[config.mk]
export PLATFORM = sky130hd
export DESIGN_NAME = literal_type_classifier
export DESIGN_NICKNAME = d
export VERILOG_FILES = /design/src/hdl/ltc_pkg.sv /design/src/hdl/ltc_core.sv /design/src/hdl/literal_type_classifier.sv
export VERILOG_INCLUDE_DIRS = /design/src /design/src/hdl
export SDC_FILE = /design/constraint.sdc
export NUM_CORES = 1
export LEC_CHECK = 0
export BUFFER_PORTS_ARGS = -buffer_cell sky130_fd_sc_hd__buf_2
export CAP_MARGIN = 15
export CORE_AREA = 2 2 75 77
export DETAILED_ROUTE_END_ITERATION = 8
export DIE_AREA = 0 0 77 79
export PLACE_DENSITY = 0.69
export SYNTH_ARGS = -nofsm -noshare
export SYNTH_HDL_FRONTEND = slang
export SYNTH_SLANG_ARGS = --single-unit
export TNS_END_PERCENT = 10
[constraint.sdc]
create_clock -name clk -period 3.28 [get_ports clk]
set_clock_uncertainty 0.2 [all_clocks]
set_input_delay 0.328 -clock clk [delete_from_list [all_inputs] [get_ports clk]]
set_output_delay 0.328 -clock clk [all_outputs]
set_load 0.05 [all_outputs]
[src/hdl/literal_type_classifier_defines.svh]
// ----------------------------------------------------------------------------
// literal_type_classifier_defines: shared assertion macros
// Each macro expects signals named clk and arst_n in the enclosing scope.
// ----------------------------------------------------------------------------
`ifndef LITERAL_TYPE_CLASSIFIER_DEFINES_SVH
`define LITERAL_TYPE_CLASSIFIER_DEFINES_SVH

// The condition must hold in the same cycle as the trigger.
`define LTC_ASSERT_NOW(name, trig, prop, msg) \
	name: assert property (@(posedge clk) disable iff (!arst_n) (trig) |-> (prop)) \
		else $error(msg);

// The condition must hold in the cycle after the trigger.
`define LTC_ASSERT_NEXT(name, trig, prop, msg) \
	name: assert property (@(posedge clk) disable iff (!arst_n) (trig) |=> (prop)) \
		else $error(msg);

`endif

[src/hdl/ltc_pkg.sv]
// ----------------------------------------------------------------------------
// ltc_pkg: literal classifier shared definitions
// State codes, class codes and the step record passed from the core to the
// top level.
// ----------------------------------------------------------------------------
package ltc_pkg;

	localparam int unsigned ByteW  = 8;
	localparam int unsigned StateW = 5;
	localparam int unsigned ClassW = 3;

	localparam logic [StateW-1:0] ST_START    = 5'd0;
	localparam logic [StateW-1:0] ST_NIL0     = 5'd1;
	localparam logic [StateW-1:0] ST_NIL1     = 5'd2;
	localparam logic [StateW-1:0] ST_NIL2     = 5'd3;
	localparam logic [StateW-1:0] ST_TRUE0    = 5'd4;
	localparam logic [StateW-1:0] ST_TRUE1    = 5'd5;
	localparam logic [StateW-1:0] ST_TRUE2    = 5'd6;
	localparam logic [StateW-1:0] ST_TRUE3    = 5'd7;
	localparam logic [StateW-1:0] ST_FALSE0   = 5'd8;
	localparam logic [StateW-1:0] ST_FALSE1   = 5'd9;
	localparam logic [StateW-1:0] ST_FALSE2   = 5'd10;
	localparam logic [StateW-1:0] ST_FALSE3   = 5'd11;
	localparam logic [StateW-1:0] ST_FALSE4   = 5'd12;
	localparam logic [StateW-1:0] ST_CH_BODY  = 5'd13;
	localparam logic [StateW-1:0] ST_CH_ESC   = 5'd14;
	localparam logic [StateW-1:0] ST_CH_END   = 5'd15;
	localparam logic [StateW-1:0] ST_CH_CLOSE = 5'd16;
	localparam logic [StateW-1:0] ST_INT      = 5'd17;
	localparam logic [StateW-1:0] ST_REAL     = 5'd18;
	localparam logic [StateW-1:0] ST_RX_OPT   = 5'd19;
	localparam logic [StateW-1:0] ST_RX_DIG   = 5'd20;
	localparam logic [StateW-1:0] ST_RX       = 5'd21;
	localparam logic [StateW-1:0] ST_DX_OPT   = 5'd22;
	localparam logic [StateW-1:0] ST_DX_DIG   = 5'd23;
	localparam logic [StateW-1:0] ST_DX       = 5'd24;
	localparam logic [StateW-1:0] ST_STR_BODY = 5'd25;
	localparam logic [StateW-1:0] ST_STR_ESC  = 5'd26;
	localparam logic [StateW-1:0] ST_STR_END  = 5'd27;
	localparam logic [StateW-1:0] ST_DRAIN    = 5'd28;

	localparam logic [ClassW-1:0] CLS_ERROR  = 3'd0;
	localparam logic [ClassW-1:0] CLS_NULL   = 3'd1;
	localparam logic [ClassW-1:0] CLS_BOOL   = 3'd2;
	localparam logic [ClassW-1:0] CLS_INT    = 3'd3;
	localparam logic [ClassW-1:0] CLS_REAL   = 3'd4;
	localparam logic [ClassW-1:0] CLS_DOUBLE = 3'd5;
	localparam logic [ClassW-1:0] CLS_CHAR   = 3'd6;
	localparam logic [ClassW-1:0] CLS_STRING = 3'd7;

	// Status of the word held in the core's compute stage.
	typedef struct packed {
		logic              busy;
		logic              emit;
		logic [ClassW-1:0] cls;
	} step_t;

endpackage

[src/hdl/ltc_core.sv]
// ----------------------------------------------------------------------------
// ltc_core: scan state store and transition logic
// Holds the automaton state in a one-entry synchronous memory, reads it as a
// word is taken, and writes the next state back when the word completes.
// ----------------------------------------------------------------------------
`include "literal_type_classifier_defines.svh"

module ltc_core (
	input  logic                        clk,
	input  logic                        arst_n,
	input  logic                        take,
	input  logic [ltc_pkg::ByteW-1:0]   byte_in,
	input  logic                        pop,
	output ltc_pkg::step_t              step
);
	import ltc_pkg::*;

	typedef struct packed {
		logic              term;
		logic [ClassW-1:0] cls;
		logic [StateW-1:0] nxt;
	} adv_t;

	function automatic logic is_let(input logic [ByteW-1:0] c, input logic [ByteW-1:0] low);
		return (c | 8'h20) == low;
	endfunction

	function automatic logic is_dig(input logic [ByteW-1:0] c);
		return (c >= 8'h30) && (c <= 8'h39);
	endfunction

	// One automaton transition; term marks a decided literal.
	function automatic adv_t advance(input logic [StateW-1:0] s, input logic [ByteW-1:0] c);
		adv_t r;
		logic prt;
		logic zero;
		logic sgn;
		r    = '{term: 1'b1, cls: CLS_ERROR, nxt: ST_START};
		prt  = (c >= 8'd32) && (c < 8'd127);
		zero = (c == 8'd0);
		sgn  = (c == 8'h2b) || (c == 8'h2d);
		unique case (s)
			ST_START: begin
				if (is_let(c, 8'h6e)) r = '{1'b0, CLS_ERROR, ST_NIL0};
				else if (is_let(c, 8'h74)) r = '{1'b0, CLS_ERROR, ST_TRUE0};
				else if (is_let(c, 8'h66)) r = '{1'b0, CLS_ERROR, ST_FALSE0};
				else if (is_dig(c) || sgn) r = '{1'b0, CLS_ERROR, ST_INT};
				else if (c == 8'h27) r = '{1'b0, CLS_ERROR, ST_CH_BODY};
				else if (c == 8'h22) r = '{1'b0, CLS_ERROR, ST_STR_BODY};
			end
			ST_NIL0:   if (is_let(c, 8'h69)) r = '{1'b0, CLS_ERROR, ST_NIL1};
			ST_NIL1:   if (is_let(c, 8'h6c)) r = '{1'b0, CLS_ERROR, ST_NIL2};
			ST_NIL2:   if (zero) r.cls = CLS_NULL;
			ST_TRUE0:  if (is_let(c, 8'h72)) r = '{1'b0, CLS_ERROR, ST_TRUE1};
			ST_TRUE1:  if (is_let(c, 8'h75)) r = '{1'b0, CLS_ERROR, ST_TRUE2};
			ST_TRUE2:  if (is_let(c, 8'h65)) r = '{1'b0, CLS_ERROR, ST_TRUE3};
			ST_TRUE3:  if (zero) r.cls = CLS_BOOL;
			ST_FALSE0: if (is_let(c, 8'h61)) r = '{1'b0, CLS_ERROR, ST_FALSE1};
			ST_FALSE1: if (is_let(c, 8'h6c)) r = '{1'b0, CLS_ERROR, ST_FALSE2};
			ST_FALSE2: if (is_let(c, 8'h73)) r = '{1'b0, CLS_ERROR, ST_FALSE3};
			ST_FALSE3: if (is_let(c, 8'h65)) r = '{1'b0, CLS_ERROR, ST_FALSE4};
			ST_FALSE4: if (zero) r.cls = CLS_BOOL;
			ST_CH_BODY: begin
				if (prt && c == 8'h5c) r = '{1'b0, CLS_ERROR, ST_CH_ESC};
				else if (prt && c != 8'h27) r = '{1'b0, CLS_ERROR, ST_CH_END};
			end
			ST_CH_ESC:   if (prt) r = '{1'b0, CLS_ERROR, ST_CH_END};
			ST_CH_END:   if (c == 8'h27) r = '{1'b0, CLS_ERROR, ST_CH_CLOSE};
			ST_CH_CLOSE: if (zero) r.cls = CLS_CHAR;
			ST_INT, ST_REAL: begin
				if (zero) r.cls = (s == ST_INT) ? CLS_INT : CLS_REAL;
				else if (is_dig(c)) r = '{1'b0, CLS_ERROR, s};
				else if (s == ST_INT && c == 8'h2e) r = '{1'b0, CLS_ERROR, ST_REAL};
				else if (is_let(c, 8'h65)) r = '{1'b0, CLS_ERROR, ST_RX_OPT};
				else if (is_let(c, 8'h64)) r = '{1'b0, CLS_ERROR, ST_DX_OPT};
			end
			ST_RX_OPT: begin
				if (zero) r.cls = CLS_REAL;
				else if (sgn) r = '{1'b0, CLS_ERROR, ST_RX_DIG};
				else if (is_dig(c)) r = '{1'b0, CLS_ERROR, ST_RX};
			end
			ST_RX_DIG: if (is_dig(c)) r = '{1'b0, CLS_ERROR, ST_RX};
			ST_RX: begin
				if (zero) r.cls = CLS_REAL;
				else if (is_dig(c)) r = '{1'b0, CLS_ERROR, ST_RX};
			end
			ST_DX_OPT: begin
				if (zero) r.cls = CLS_DOUBLE;
				else if (sgn) r = '{1'b0, CLS_ERROR, ST_DX_DIG};
				else if (is_dig(c)) r = '{1'b0, CLS_ERROR, ST_DX};
			end
			ST_DX_DIG: if (is_dig(c)) r = '{1'b0, CLS_ERROR, ST_DX};
			ST_DX: begin
				if (zero) r.cls = CLS_DOUBLE;
				else if (is_dig(c)) r = '{1'b0, CLS_ERROR, ST_DX};
			end
			ST_STR_BODY: begin
				if (prt && c == 8'h5c) r = '{1'b0, CLS_ERROR, ST_STR_ESC};
				else if (prt && c == 8'h22) r = '{1'b0, CLS_ERROR, ST_STR_END};
				else if (prt) r = '{1'b0, CLS_ERROR, ST_STR_BODY};
			end
			ST_STR_ESC: if (prt) r = '{1'b0, CLS_ERROR, ST_STR_BODY};
			ST_STR_END: if (zero) r.cls = CLS_STRING;
			default: r = '{1'b1, CLS_ERROR, ST_START};
		endcase
		return r;
	endfunction

	logic [StateW-1:0] state_mem [1];
	logic              mem_vld_q;
	logic              busy_s1;
	logic [ByteW-1:0]  byte_s1;
	logic [StateW-1:0] cur_s1;
	adv_t              adv;
	logic              emit;
	logic [StateW-1:0] nxt_state;

	always_comb begin
		adv = advance(cur_s1, byte_s1);
		if (cur_s1 >= ST_DRAIN) begin
			// Drain and unused codes drop everything up to the zero byte.
			emit      = 1'b0;
			nxt_state = (byte_s1 == 8'd0) ? ST_START : ST_DRAIN;
		end else if (adv.term) begin
			emit      = 1'b1;
			nxt_state = (byte_s1 == 8'd0) ? ST_START : ST_DRAIN;
		end else begin
			emit      = 1'b0;
			nxt_state = adv.nxt;
		end
	end

	assign step = '{busy: busy_s1, emit: emit, cls: adv.cls};

	always_ff @(posedge clk) begin
		if (pop) begin
			state_mem[0] <= nxt_state;
		end
	end

	// A write in the same cycle as the read is forwarded into the read data.
	always_ff @(posedge clk) begin
		if (take) begin
			byte_s1 <= byte_in;
			if (pop) cur_s1 <= nxt_state;
			else if (mem_vld_q) cur_s1 <= state_mem[0];
			else cur_s1 <= ST_START;
		end
	end

	always_ff @(posedge clk or negedge arst_n) begin
		if (!arst_n) begin
			mem_vld_q <= 1'b0;
			busy_s1   <= 1'b0;
		end else begin
			if (pop) mem_vld_q <= 1'b1;
			if (take) busy_s1 <= 1'b1;
			else if (pop) busy_s1 <= 1'b0;
		end
	end

	`LTC_ASSERT_NOW(a_state_code, busy_s1, cur_s1 <= ST_DRAIN,
		"state read outside the valid codes")
	`LTC_ASSERT_NOW(a_class_on_zero, busy_s1 && emit && adv.cls != CLS_ERROR,
		byte_s1 == 8'd0, "class given on a nonzero byte")
	`LTC_ASSERT_NOW(a_zero_restarts, pop && byte_s1 == 8'd0, nxt_state == ST_START,
		"zero byte did not restart the scan")

endmodule

[src/hdl/literal_type_classifier.sv]
// ----------------------------------------------------------------------------
// literal_type_classifier: literal kind recognizer
// Scans a zero-terminated literal one byte at a time and reports its class.
//
//   Channel | Handshake           | Payload
//   --------+---------------------+-------------------------
//   in      | in_valid / in_stall | text_byte[7:0]
//   out     | out_valid/out_stall | literal_class[2:0]
//
// One byte per cycle is sustained unless a stalled output holds a result;
// each byte passes the compute stage, where the state read from the one-entry
// state memory is advanced and written back; any result is then registered in
// the output register. Reset returns the scan to the start state. A stalled
// output holds back only a byte that would produce a result.
// ----------------------------------------------------------------------------
`include "literal_type_classifier_defines.svh"

module literal_type_classifier (
	input  logic                         clk,
	input  logic                         arst_n,
	input  logic                         in_valid,
	output logic                         in_stall,
	input  logic [ltc_pkg::ByteW-1:0]    text_byte,
	output logic                         out_valid,
	input  logic                         out_stall,
	output logic [ltc_pkg::ClassW-1:0]   literal_class
);
	import ltc_pkg::*;

	step_t             step;
	logic              take;
	logic              pop;
	logic              out_free;
	logic              out_valid_q;
	logic [ClassW-1:0] class_q;

	assign out_free = !out_valid_q || !out_stall;
	assign pop      = step.busy && (!step.emit || out_free);
	assign in_stall = step.busy && !pop;
	assign take     = in_valid && !in_stall;

	ltc_core u_core (
		.clk     (clk),
		.arst_n  (arst_n),
		.take    (take),
		.byte_in (text_byte),
		.pop     (pop),
		.step    (step)
	);

	always_ff @(posedge clk) begin
		if (pop && step.emit) begin
			class_q <= step.cls;
		end
	end

	always_ff @(posedge clk or negedge arst_n) begin
		if (!arst_n) begin
			out_valid_q <= 1'b0;
		end else if (pop && step.emit) begin
			out_valid_q <= 1'b1;
		end else if (!out_stall) begin
			out_valid_q <= 1'b0;
		end
	end

	assign out_valid     = out_valid_q;
	assign literal_class = class_q;

	`LTC_ASSERT_NEXT(a_emit_shows, pop && step.emit, out_valid_q, "result word not presented")
	`LTC_ASSERT_NEXT(a_out_hold, out_valid_q && out_stall,
		out_valid_q && $stable(class_q), "stalled result word changed")
	`LTC_ASSERT_NOW(a_stall_cause, in_stall,
		step.emit && out_valid_q && out_stall, "input stalled without a waiting result")

endmodule
==> impl_metrics.sql, run 1 <==
INSERT INTO impl_metrics (metric_group, metric, value, unit) VALUES
('status', 'outcome', 'complete, but fails checks', ''),
('status', 'violations', 'negative setup slack', ''),
('job', 'maxcap_viol_count', '0', ''),
('sta', 'timing.final.setup_violations', '1', ''),
('power_and_ir_drop', 'ir_drop', '457', 'uV'),
('floorplanning', 'floorplan.die_area', '6080', 'um^2'),
('routing', 'drt_pass1_iterations', '5', ''),
('setup_path', 'timing.critical_path.slowest_stage_cell', 'sky130_fd_sc_hd__edfxtp_1', ''),
('grt', 'grt_overflow', '0', ''),
('clocking', 'tritoncts', 'built', ''),
('cells_and_area', 'final_common_cell', 'sky130_fd_sc_hd__buf_4', ''),
('grt', 'initial_antenna_violation_count', '0', ''),
('setup_path', 'critPathMaxStageDelay', '0.52', 'ns'),
('cells_and_area', 'final_cell_area', '3160', 'um^2'),
('synth', 'syn-mean-instance-area', '8.33', 'um^2'),
('synth', 'combinational_family_with_the_most_area_after_synthesis', 'simple AND/OR/NAND/NOR gates', ''),
('synth', 'synth-edff-count', '21', ''),
('sta', 'maxSlewViolCount', '0', ''),
('routing', 'drt_iter0_drc', '338', ''),
('routing', 'routed_wirelength_normalized_by_instance_count', '18.3', 'um'),
('routing', 'postRouteWirelength', '7670', 'um'),
('synth', 'synth_simple_gate_area_frac', '0.377', ''),
('grt', 'largest_net_degree_at_the_start_of_global_routing', '21', ''),
('setup_path', 'worstPathCellList', 'nor4b_2, buf_4, nand4_1, a221oi_2, o32ai_2, or4_4, and2_4, and3_4, buf_8', ''),
('routing', 'drtAntennaViolNets', '0', ''),
('clocking', 'h-tree-depth', '1', ''),
('clocking', 'clk-insertion-delay-late', '0.27', 'ns'),
('placement', 'place.detailed.hpwl', '5610', 'um'),
('routing', 'detail_route.drc_violations', '0', ''),
('power_and_ir_drop', 'power_leakage', '1.20', 'nW'),
('sta', 'rsz_0062_raised_after_global_routing', 'yes', ''),
('routing', 'dr_total_vias', '2576', ''),
('synth', 'ys_warn_count', '0', ''),
('cells_and_area', 'layout.filler_cells', '472', ''),
('sta', 'layout_setup_ws', '-0.0972', 'ns'),
('power_and_ir_drop', 'power_density', '786', 'nW/um^2'),
('clocking', 'cts_inserted_buffers', '3', ''),
('setup_path', 'critical_path_peak_fanout', '7', ''),
('synth', 'multiplexer_share_of_the_synthesized_area', '0.0272', ''),
('grt', 'globalRouteTotalUtil', '0.255', ''),
('placement', 'io_buffer_count', '16', ''),
('cells_and_area', 'fin_util', '0.593', ''),
('synth', 'postSynthCellCount', '276', ''),
('floorplanning', 'dieHeight', '79', 'um'),
('cells_and_area', 'antenna_cells_inserted', '0', ''),
('setup_path', 'criticalPathCategory', 'register to primary output', ''),
('clocking', 'clk_path_buf_depth', '2', ''),
('sta', 'final_min_period_over_clock_period', '1.03', ''),
('synth', 'netlist-cell-type-count', '73', ''),
('cells_and_area', 'share_of_layout_cells_above_drive_strength_1', '0.359', ''),
('floorplanning', 'ioPinCount', '17', ''),
('placement', 'dp_worst_setup_slack', '0.0609', 'ns'),
('clocking', 'clock-root-buffer', 'sky130_fd_sc_hd__clkbuf_8', ''),
('setup_path', 'cp_num_buf_inv', '2', ''),
('synth', 'xor_xnor_cell_area_share_of_the_yosys_netlist', '0.0229', ''),
('sta', 'min_period', '3.38', 'ns'),
('sta', 'hold_viol', '0', ''),
('sta', 'max_clock_freq', '296', 'MHz'),
('clocking', 'clkSinkCount', '24', ''),
('setup_path', 'critPathTopFamily', 'simple AND/OR/NAND/NOR gates', ''),
('cells_and_area', 'layout_common_cells', 'sky130_fd_sc_hd__buf_4 (67), sky130_fd_sc_hd__edfxtp_1 (21), sky130_fd_sc_hd__nor2_1 (20), sky130_fd_sc_hd__nand2_1 (19), sky130_fd_sc_hd__a21oi_1 (19)', ''),
('synth', 'synth_compound_area_frac', '0.215', ''),
('setup_path', 'endpoint_kind', 'primary output', ''),
('setup_path', 'worst_ep_arrival_time', '2.85', 'ns'),
('floorplanning', 'start_util', '0.431', ''),
('grt', 'first_global_vias', '2364', ''),
('clocking', 'clk_pin_slew', '0.08', 'ns'),
('floorplanning', 'die_x_extent', '77', 'um'),
('setup_path', 'worstSetupStartpointType', 'register', ''),
('cells_and_area', 'synthToLayoutAreaGrowth', '37.6', '%'),
('sta', 'slew_headroom', '0.597', '');
worst reg2reg max path, cell delays in order (launching register included):
cell	delay (ns)
sky130_fd_sc_hd__edfxtp_1	0.52
sky130_fd_sc_hd__nor4b_2	0.38
sky130_fd_sc_hd__buf_4	0.17
sky130_fd_sc_hd__nand4_1	0.18
sky130_fd_sc_hd__a221oi_2	0.31
sky130_fd_sc_hd__o32ai_2	0.11
sky130_fd_sc_hd__or4_4	0.43
sky130_fd_sc_hd__and2_4	0.16
sky130_fd_sc_hd__buf_4	0.14
sky130_fd_sc_hd__a31oi_4	0.15
sky130_fd_sc_hd__buf_12	0.16
path summary, 6_finish.rpt:
check,slack (ns),startpoint,to,cells after the start
max,-0.1,u_core.byte_s1[4]$_DFFE_PP_,in_stall,9
min,0.03,text_byte[0],u_core.byte_s1[0]$_DFFE_PP_,1
max reg2reg,0.09,u_core.byte_s1[4]$_DFFE_PP_,u_core.byte_s1[2]$_DFFE_PP_,10
min reg2reg,0.38,u_core.mem_vld_q$_DFFE_PN0P_,u_core.mem_vld_q$_DFFE_PN0P_,1
max in group asynchronous,2.56,arst_n,u_core.busy_s1$_DFFE_PN0P_,2
min in group asynchronous,0.20,arst_n,u_core.mem_vld_q$_DFFE_PN0P_,2
metal layers:
layer	wire, um	vias up	global-route usage
met2	3570	138	0.416
met3	585	37	0.0625
met4	344	0	0.111
met5	0	-	0
li1	-	1217	-
met1	3170	1184	0.324
final cells by class:
| class | count | area (um^2) | area share |
|---|---|---|---|
| clock inverters | 1 | 30.0 | 0.00949 |
| flip-flops and latches | 24 | 706 | 0.223 |
| well taps | 72 | 90.1 | 0.0285 |
| multi-input cells | 224 | 1610 | 0.508 |
| clock buffers | 3 | 41.3 | 0.0131 |
| inverters | 8 | 30.0 | 0.00949 |
| repair buffers | 88 | 659 | 0.208 |
synth_stat cells, types with 6 or more instances:
cell type | n | area share
sky130_fd_sc_hd__a21oi_1 | 20 | 0.044
sky130_fd_sc_hd__and2_1 | 6 | 0.016
sky130_fd_sc_hd__buf_2 | 10 | 0.022
sky130_fd_sc_hd__clkbuf_1 | 7 | 0.011
sky130_fd_sc_hd__edfxtp_1 | 21 | 0.27
sky130_fd_sc_hd__inv_1 | 6 | 0.0098
sky130_fd_sc_hd__nand2_1 | 20 | 0.033
sky130_fd_sc_hd__nand2b_1 | 7 | 0.019
sky130_fd_sc_hd__nand3_1 | 14 | 0.030
sky130_fd_sc_hd__nand3b_1 | 7 | 0.023
sky130_fd_sc_hd__nand4_1 | 7 | 0.019
sky130_fd_sc_hd__nor2_1 | 22 | 0.036
sky130_fd_sc_hd__nor2b_1 | 6 | 0.016
sky130_fd_sc_hd__nor3_1 | 12 | 0.026
sky130_fd_sc_hd__o21ai_0 | 8 | 0.017
stage by stage:
stage / instances / hold slack, ns / total power, mW
floorplan: 276 / -0.168 / 1.46
detailed placement: 392 / -0.0665 / 1.98
CTS: 413 / 0.0235 / 2.38
finish: 420 / 0.0313 / 2.49
global route: 420 / 0.00966 / 2.64
global placement: 392 / -0.0714 / 1.96
kinds of logic (layout without fill, tap and decap cells):
group,count (synthesis),in the layout
flip-flops,24,24
AO/OA/AOI/OAI,70,70
buffers and inverters,28,100
XOR/XNOR,6,6
AND/OR/NAND/NOR,142,142
multiplexers,6,6
report_power, final:
group,internal (mW),switching [mW],total (mW)
clock,0.163,0.0981,0.261
sequential,0.481,0.0961,0.577
combinational,0.746,0.902,1.65
timing repair:
item                                   4_1_cts  5_1_grt
setup buffers                               17        7
setup endpoints to repair                    1       15
hold buffers                                 1        0
endpoints found under the hold margin        3        0
pin swaps                                   11        9
gates resized for setup                     23        7
flip-flops by register name, indices dropped and copies added (netlist names):
signal / cells
u_core.mem_vld_q: 1
out_valid: 1
u_core.byte_s1: 8
literal_class: 3
u_core.busy_s1: 1
u_core.cur_s1: 5
u_core.state_mem: 5
Note: power is estimated with default switching activity, not from simulation.
==> run 2: changes to the inputs <==
- GPL_TIMING_DRIVEN: not set -> 0
- PLACE_DENSITY: 0.69 -> 0.67
- clock period: 3.28 -> 4.3 ns (I/O delays scaled with it)
==> impl_metrics.sql, run 2 (same netlist as run 1, synthesis figures left out) <==
INSERT INTO impl_metrics (metric_group, metric, value, unit) VALUES
('power_and_ir_drop', 'switching_portion_of_total_power', '0.470', ''),
('status', 'outcome', 'finished clean', ''),
('cells_and_area', 'layout_common_cells', 'sky130_fd_sc_hd__buf_2 (26), sky130_fd_sc_hd__nor2_1 (22), sky130_fd_sc_hd__edfxtp_1 (21), sky130_fd_sc_hd__nand2_1 (20), sky130_fd_sc_hd__a21oi_1 (20)', ''),
('clocking', 'h-tree-depth', '1', ''),
('placement', 'place.detailed.hpwl', '5250', 'um'),
('setup_path', 'worstSetupStartpointType', 'register', ''),
('power_and_ir_drop', 'power_leakage', '0.866', 'nW'),
('grt', 'met2_usage', '0.356', ''),
('sta', 'setup-tns-final', '0', 'ns'),
('routing', 'detail_route.drc_violations', '0', ''),
('clocking', 'clk_pin_slew', '0.08', 'ns'),
('routing', 'dr_total_vias', '2370', ''),
('clocking', 'clk_path_buf_depth', '2', ''),
('setup_path', 'criticalPathCategory', 'register to register', ''),
('clocking', 'clkSinkCount', '24', ''),
('worst_hold_path', 'min_path_cells', '1', ''),
('cells_and_area', 'num-nets-final', '311', ''),
('cells_and_area', 'antenna_cells_inserted', '0', ''),
('setup_path', 'timing.critical_path.slowest_stage_cell', 'sky130_fd_sc_hd__nor4b_2', ''),
('grt', 'initial_antenna_violation_count', '0', ''),
('clocking', 'clock-root-buffer', 'sky130_fd_sc_hd__clkbuf_8', ''),
('power_and_ir_drop', 'power_density', '599', 'nW/um^2'),
('routing', 'postRouteWirelength', '6800', 'um'),
('cells_and_area', 'max_reg_flops', '8', ''),
('routing', 'routed_wirelength_normalized_by_instance_count', '18.4', 'um'),
('setup_path', 'worstPathCellList', 'nor4b_2, nand4_1, a221oi_1, o32ai_1, or4_4, and2_4, a31oi_1, buf_4', ''),
('setup_path', 'worst-r2r-setup-slack', '0.45', 'ns'),
('placement', 'routabilityCongestion', '1.00', ''),
('grt', 'groute.layer.met1.usage', '0.323', ''),
('worst_hold_path', 'hold_path_class', 'input port to register', ''),
('floorplanning', 'floorplan.die_area', '6080', 'um^2'),
('clocking', 'tritoncts', 'built', ''),
('sta', 'final_min_period_over_clock_period', '0.895', ''),
('setup_path', 'r2r.worst_path.cells', '8', ''),
('clocking', 'cts_inserted_buffers', '3', ''),
('floorplanning', 'dieHeight', '79', 'um'),
('sta', 'maxSlewViolCount', '0', ''),
('setup_path', 'endpoint_kind', 'register', ''),
('setup_path', 'critical_path.reg2reg.startpoint', 'u_core.byte_s1[4]$_DFFE_PP_', ''),
('setup_path', 'critPathMaxStageDelay', '0.56', 'ns'),
('routing', 'drt_iter0_drc', '407', ''),
('power_and_ir_drop', 'combPwrFrac', '0.595', ''),
('sta', 'timing.final.setup_violations', '0', ''),
('floorplanning', 'core_area', '5340', 'um^2'),
('cells_and_area', 'seq_area', '706', 'um^2'),
('grt', 'grt_overflow', '0', ''),
('sta', 'min_period', '3.85', 'ns'),
('sta', 'rsz_0062_raised_after_global_routing', 'no', ''),
('grt', 'grt.met3_usage', '0.0386', ''),
('floorplanning', 'start_util', '0.431', ''),
('sta', 'max_slew.worst_pin.slew', '0.787', 'ns'),
('setup_path', 'critical_path.reg2reg.endpoint', 'u_core.byte_s1[2]$_DFFE_PP_', ''),
('cells_and_area', 'multi_input_area', '1480', 'um^2'),
('power_and_ir_drop', 'power_report.internal_total', '0.811', 'mW'),
('setup_path', 'worst_ep_arrival_time', '3.62', 'ns'),
('cells_and_area', 'fin_util', '0.479', ''),
('sta', 'hold_viol', '0', ''),
('setup_path', 'worstPathRequired', '4.07', 'ns'),
('cells_and_area', 'register_with_the_highest_flop_count', 'u_core.byte_s1', ''),
('routing', 'drtAntennaViolNets', '0', ''),
('routing', 'viasPerCell', '6.41', ''),
('sta', 'slew_headroom', '0.462', ''),
('grt', 'largest_net_degree_at_the_start_of_global_routing', '15', ''),
('worst_hold_path', 'holdCritStartpoint', 'text_byte[2]', ''),
('grt', 'first_global_vias', '2201', ''),
('routing', 'drt_pass1_iterations', '5', ''),
('cells_and_area', 'synthToLayoutAreaGrowth', '11.3', '%'),
('cells_and_area', 'reg.largest.list', 'u_core.byte_s1: 8 flops, u_core.cur_s1: 5 flops, u_core.state_mem: 5 flops', ''),
('floorplanning', 'ioPinCount', '17', ''),
('power_and_ir_drop', 'power_frac_seq', '0.279', ''),
('cells_and_area', 'layout.filler_cells', '544', ''),
('placement', 'io_buffer_count', '16', ''),
('grt', 'first_pass_grt_wire_length', '11300', 'um'),
('power_and_ir_drop', 'ir_drop', '339', 'uV'),
('floorplanning', 'die_x_extent', '77', 'um'),
('cells_and_area', 'final_common_cell', 'sky130_fd_sc_hd__buf_2', ''),
('power_and_ir_drop', 'power.share.clock', '0.127', ''),
('worst_hold_path', 'timing.hold.worst_endpoint', 'u_core.byte_s1[2]$_DFFE_PP_', ''),
('setup_path', 'critical_path_peak_fanout', '9', ''),
('grt', 'globalRouteTotalUtil', '0.231', ''),
('clocking', 'clk-insertion-delay-late', '0.26', 'ns'),
('power_and_ir_drop', 'switching_power', '0.720', 'mW'),
('job', 'maxcap_viol_count', '0', ''),
('sta', 'max_clock_freq', '260', 'MHz'),
('grt', 'grt_busiest_layer', 'met2', ''),
('floorplanning', 'rows', '27', ''),
('cells_and_area', 'share_of_layout_cells_above_drive_strength_1', '0.151', '');
-- run 2: cell types whose count changed in the layout (fill, tap and decap cells not counted), sizes merged --
cell	previous run	this run
buf	87	30
clkbuf	3	10
-- run 2: per-stage QoR --
stage                     std cells  worst slack, ns  area (um^2)  total power [mW]  hold slack (ns)
final                           370            0.451         2560              1.53            0.143
after global routing            370            0.289         2560              1.64            0.127
after CTS                       370            0.491         2560              1.52            0.136
after detailed placement        365            0.513         2480              1.33           0.0331
after global placement          364           0.0437         2470              1.33           0.0283
after floorplan                 276            0.806         2300              1.11          -0.0656
-- run 2: per-layer routing --
metal  share of wire  vias up
li1                -     1112
met1            0.43     1082
met2            0.44      142
met3           0.081       34
met4           0.047        0
met5               0        -
-- run 2: power by group through the flow --
stage                     combinational (mW)  clock [mW]  sequential [mW]
final                                  0.911       0.194            0.427
after global routing                   0.992       0.209            0.438
after CTS                              0.899       0.199            0.426
after detailed placement               0.895           0            0.432
after global placement                 0.902           0            0.427
after floorplan                        0.626           0            0.482
-- run 2: critical path: cells and delay by family, from the launching register on --
family / cells / cell delay [ns]
AND/OR/NAND/NOR: 4 / 1.57
AO/OA/AOI/OAI: 3 / 0.98
buffers and inverters: 1 / 0.29
flip-flops: 1 / 0.52
-- run 2: worst max-delay path by stage --
stage,startpoint,endpoint,cells past startpoint
2_1_floorplan,u_core.byte_s1[4]$_DFFE_PP_,u_core.byte_s1[0]$_DFFE_PP_,6
3_3_place_gp,u_core.byte_s1[4]$_DFFE_PP_,u_core.byte_s1[2]$_DFFE_PP_,7
3_5_place_dp,u_core.byte_s1[4]$_DFFE_PP_,u_core.byte_s1[2]$_DFFE_PP_,8
4_1_cts,u_core.byte_s1[4]$_DFFE_PP_,in_stall,8
5_1_grt,u_core.byte_s1[3]$_DFFE_PP_,u_core.byte_s1[0]$_DFFE_PP_,9
6_report,u_core.byte_s1[4]$_DFFE_PP_,u_core.byte_s1[2]$_DFFE_PP_,8
-- run 2: layout make-up --
type                            instances  area share
Multi-Input combinational cell        224       0.577
Inverter                                8      0.0117
Sequential cell                        24       0.276
Tap cell                               72      0.0352
Clock inverter                          1      0.0117
Timing Repair Buffer                   18      0.0382
Buffer                                 20      0.0342
Clock buffer                            3      0.0161
-- run 2: repair_timing --
action | 4_1_cts | 5_1_grt
hold buffers | 1 | 0
endpoints found under the hold margin | 3 | 0
gates resized for setup | 0 | 0
buffers inserted | 0 | 0
==> run 3: changes to the inputs <==
- PLACE_DENSITY: 0.67 -> 0.69
- clock period: 4.3 -> 3.4 ns (I/O delays scaled with it)
==> impl_metrics.sql, run 3 (same netlist as run 1, synthesis figures left out) <==
INSERT INTO impl_metrics (metric_group, metric, value, unit) VALUES
('floorplanning', 'floorplan.die_area', '6080', 'um^2'),
('cells_and_area', 'synthToLayoutAreaGrowth', '24.1', '%'),
('grt', 'globalRouteTotalUtil', '0.256', ''),
('routing', 'dr_total_vias', '2525', ''),
('placement', 'routabilityCongestion', '0.972', ''),
('clocking', 'clock-root-buffer', 'sky130_fd_sc_hd__clkbuf_8', ''),
('cells_and_area', 'antenna_cells_inserted', '0', ''),
('clocking', 'clk_path_buf_depth', '2', ''),
('worst_hold_path', 'hold_path_class', 'input port to register', ''),
('clocking', 'clk_pin_slew', '0.08', 'ns'),
('grt', 'first_global_vias', '2390', ''),
('placement', 'detailed_place.area', '2470', 'um^2'),
('status', 'violations', 'negative setup slack', ''),
('floorplanning', 'start_util', '0.431', ''),
('sta', 'layout_setup_ws', '-0.0499', 'ns'),
('grt', 'met2_usage', '0.396', ''),
('placement', 'place.detailed.hpwl', '5350', 'um'),
('cells_and_area', 'register_with_the_highest_flop_count', 'u_core.byte_s1', ''),
('cells_and_area', 'final_common_cell', 'sky130_fd_sc_hd__buf_4', ''),
('setup_path', 'endpoint_kind', 'primary output', ''),
('sta', 'rsz_0062_raised_after_global_routing', 'yes', ''),
('grt', 'grt.met3_usage', '0.0523', ''),
('floorplanning', 'ioPinCount', '17', ''),
('clocking', 'tritoncts', 'built', ''),
('power_and_ir_drop', 'ir_drop', '431', 'uV'),
('placement', 'io_buffer_count', '16', ''),
('routing', 'drt_pass1_iterations', '5', ''),
('cells_and_area', 'layout.cells.non_filler', '393', ''),
('floorplanning', 'dieHeight', '79', 'um'),
('setup_path', 'critical_path.reg2reg.startpoint', 'u_core.byte_s1[4]$_DFFE_PP_', ''),
('cells_and_area', 'max_reg_flops', '8', ''),
('routing', 'detail_route.drc_violations', '0', ''),
('power_and_ir_drop', 'power_density', '761', 'nW/um^2'),
('floorplanning', 'rows', '27', ''),
('sta', 'max_slew.worst_pin.slew', '0.747', 'ns'),
('cells_and_area', 'layout_common_cells', 'sky130_fd_sc_hd__buf_4 (27), sky130_fd_sc_hd__buf_2 (22), sky130_fd_sc_hd__edfxtp_1 (21), sky130_fd_sc_hd__nand2_1 (20), sky130_fd_sc_hd__a21oi_1 (20)', ''),
('sta', 'timing.final.setup_violations', '1', ''),
('setup_path', 'worst_ep_arrival_time', '2.91', 'ns'),
('setup_path', 'worstPathRequired', '2.86', 'ns'),
('clocking', 'cts_inserted_buffers', '3', ''),
('routing', 'drt_iter0_drc', '398', ''),
('sta', 'max_clock_freq', '290', 'MHz'),
('sta', 'hold_viol', '0', ''),
('floorplanning', 'core_area', '5340', 'um^2'),
('cells_and_area', 'share_of_layout_cells_above_drive_strength_1', '0.277', ''),
('clocking', 'clk-insertion-delay-late', '0.28', 'ns'),
('grt', 'grt_overflow', '0', ''),
('grt', 'largest_net_degree_at_the_start_of_global_routing', '15', ''),
('grt', 'first_pass_grt_wire_length', '12300', 'um'),
('cells_and_area', 'num-nets-final', '334', ''),
('cells_and_area', 'final_cell_area', '2850', 'um^2'),
('sta', 'final_min_period_over_clock_period', '1.01', ''),
('sta', 'slew_headroom', '0.489', ''),
('placement', 'placed_cells_incl_taps', '364', ''),
('sta', 'min_period', '3.45', 'ns'),
('power_and_ir_drop', 'power_leakage', '1.03', 'nW'),
('job', 'maxcap_viol_count', '0', ''),
('grt', 'grt_busiest_layer', 'met2', ''),
('setup_path', 'worstSetupStartpointType', 'register', ''),
('sta', 'maxSlewViolCount', '0', ''),
('routing', 'postRouteWirelength', '7520', 'um'),
('worst_hold_path', 'holdCritStartpoint', 'text_byte[2]', ''),
('grt', 'groute.layer.met1.usage', '0.328', ''),
('grt', 'initial_antenna_violation_count', '0', ''),
('clocking', 'h-tree-depth', '1', ''),
('floorplanning', 'die_x_extent', '77', 'um'),
('routing', 'viasPerCell', '6.42', ''),
('cells_and_area', 'reg.largest.list', 'u_core.byte_s1: 8 flops, u_core.cur_s1: 5 flops, u_core.state_mem: 5 flops', ''),
('power_and_ir_drop', 'power', '2.17', 'mW'),
('setup_path', 'critical_path_peak_fanout', '7', ''),
('routing', 'routed_wirelength_normalized_by_instance_count', '19.1', 'um'),
('clocking', 'clkSinkCount', '24', ''),
('setup_path', 'worstSetupStartpoint', 'u_core.byte_s1[4]$_DFFE_PP_', ''),
('status', 'outcome', 'complete, but fails checks', ''),
('routing', 'drtAntennaViolNets', '0', ''),
('setup_path', 'criticalPathCategory', 'register to primary output', '');
-- run 3: changes by cell type in the layout (fill, tap and decap cells not counted), sizes merged --
cell and change:
buf +23
-- run 3: where the power goes --
group	switching (mW)	internal, mW
logic	0.840	0.536
clock network	0.101	0.158
registers	0.0726	0.464
total	1.01	1.16
-- run 3: final cells by class --
cell class	count	area (um^2)
Fill cell	520	2490
Multi-Input combinational cell	224	1570
Clock inverter	1	30.0
Clock buffer	3	41.3
Tap cell	72	90.1
Timing Repair Buffer	41	277
Buffer	20	108
Sequential cell	24	706
Inverter	8	31.3
-- run 3: path summary, 6_finish.rpt --
check / to / slack (ns) / cells after the start
max in group asynchronous: u_core.busy_s1$_DFFE_PN0P_ / 2.71 / 2
min in group asynchronous: out_valid$_DFFE_PN0P_ / 0.18 / 2
worst min register to register: u_core.mem_vld_q$_DFFE_PN0P_ / 0.40 / 1
worst max register to register: u_core.byte_s1[3]$_DFFE_PP_ / 0.10 / 8
worst max-delay path: in_stall / -0.05 / 9
worst min-delay path: u_core.byte_s1[2]$_DFFE_PP_ / 0.03 / 1
-- run 3: routing by layer --
layer / share of wire / wire [um] / vias to the layer above
li1: - / - / 1164
met1: 0.42 / 3150 / 1161
met2: 0.43 / 3260 / 154
met3: 0.082 / 620 / 46
met4: 0.066 / 497 / 0
met5: 0 / 0 / -
-- run 3: metrics by stage --
stage,TNS [ns],hold slack [ns],utilization,worst slack (ns)
floorplan,0,-0.156,-,0.152
global placement,-5.13,-0.0616,0.464,-0.353
detailed placement,-5.19,-0.0608,0.464,-0.349
CTS,-0.00753,0.0324,0.526,-0.00753
global route,-0.441,0.0239,0.534,-0.157
finish,-0.0499,0.0334,0.534,-0.0499
-- run 3: worst max-delay path: stages (launching register included) --
cell and delay (ns):
sky130_fd_sc_hd__edfxtp_1 0.48, sky130_fd_sc_hd__buf_4 0.18, sky130_fd_sc_hd__nor4b_4 0.32, sky130_fd_sc_hd__nand4_1 0.21
sky130_fd_sc_hd__a221oi_1 0.34, sky130_fd_sc_hd__o32ai_2 0.15, sky130_fd_sc_hd__or4_4 0.44, sky130_fd_sc_hd__and2_4 0.18
sky130_fd_sc_hd__and3_1 0.18, sky130_fd_sc_hd__buf_6 0.15
-- run 3: repair_timing --
| item | in CTS | in global routing |
|---|---|---|
| hold buffers | 1 | 0 |
| endpoints found under the setup margin | 22 | 19 |
| hold endpoints to repair | 3 | 0 |
| buffers inserted | 19 | 5 |
| pin swaps | 9 | 1 |
| gates resized for setup | 29 | 2 |
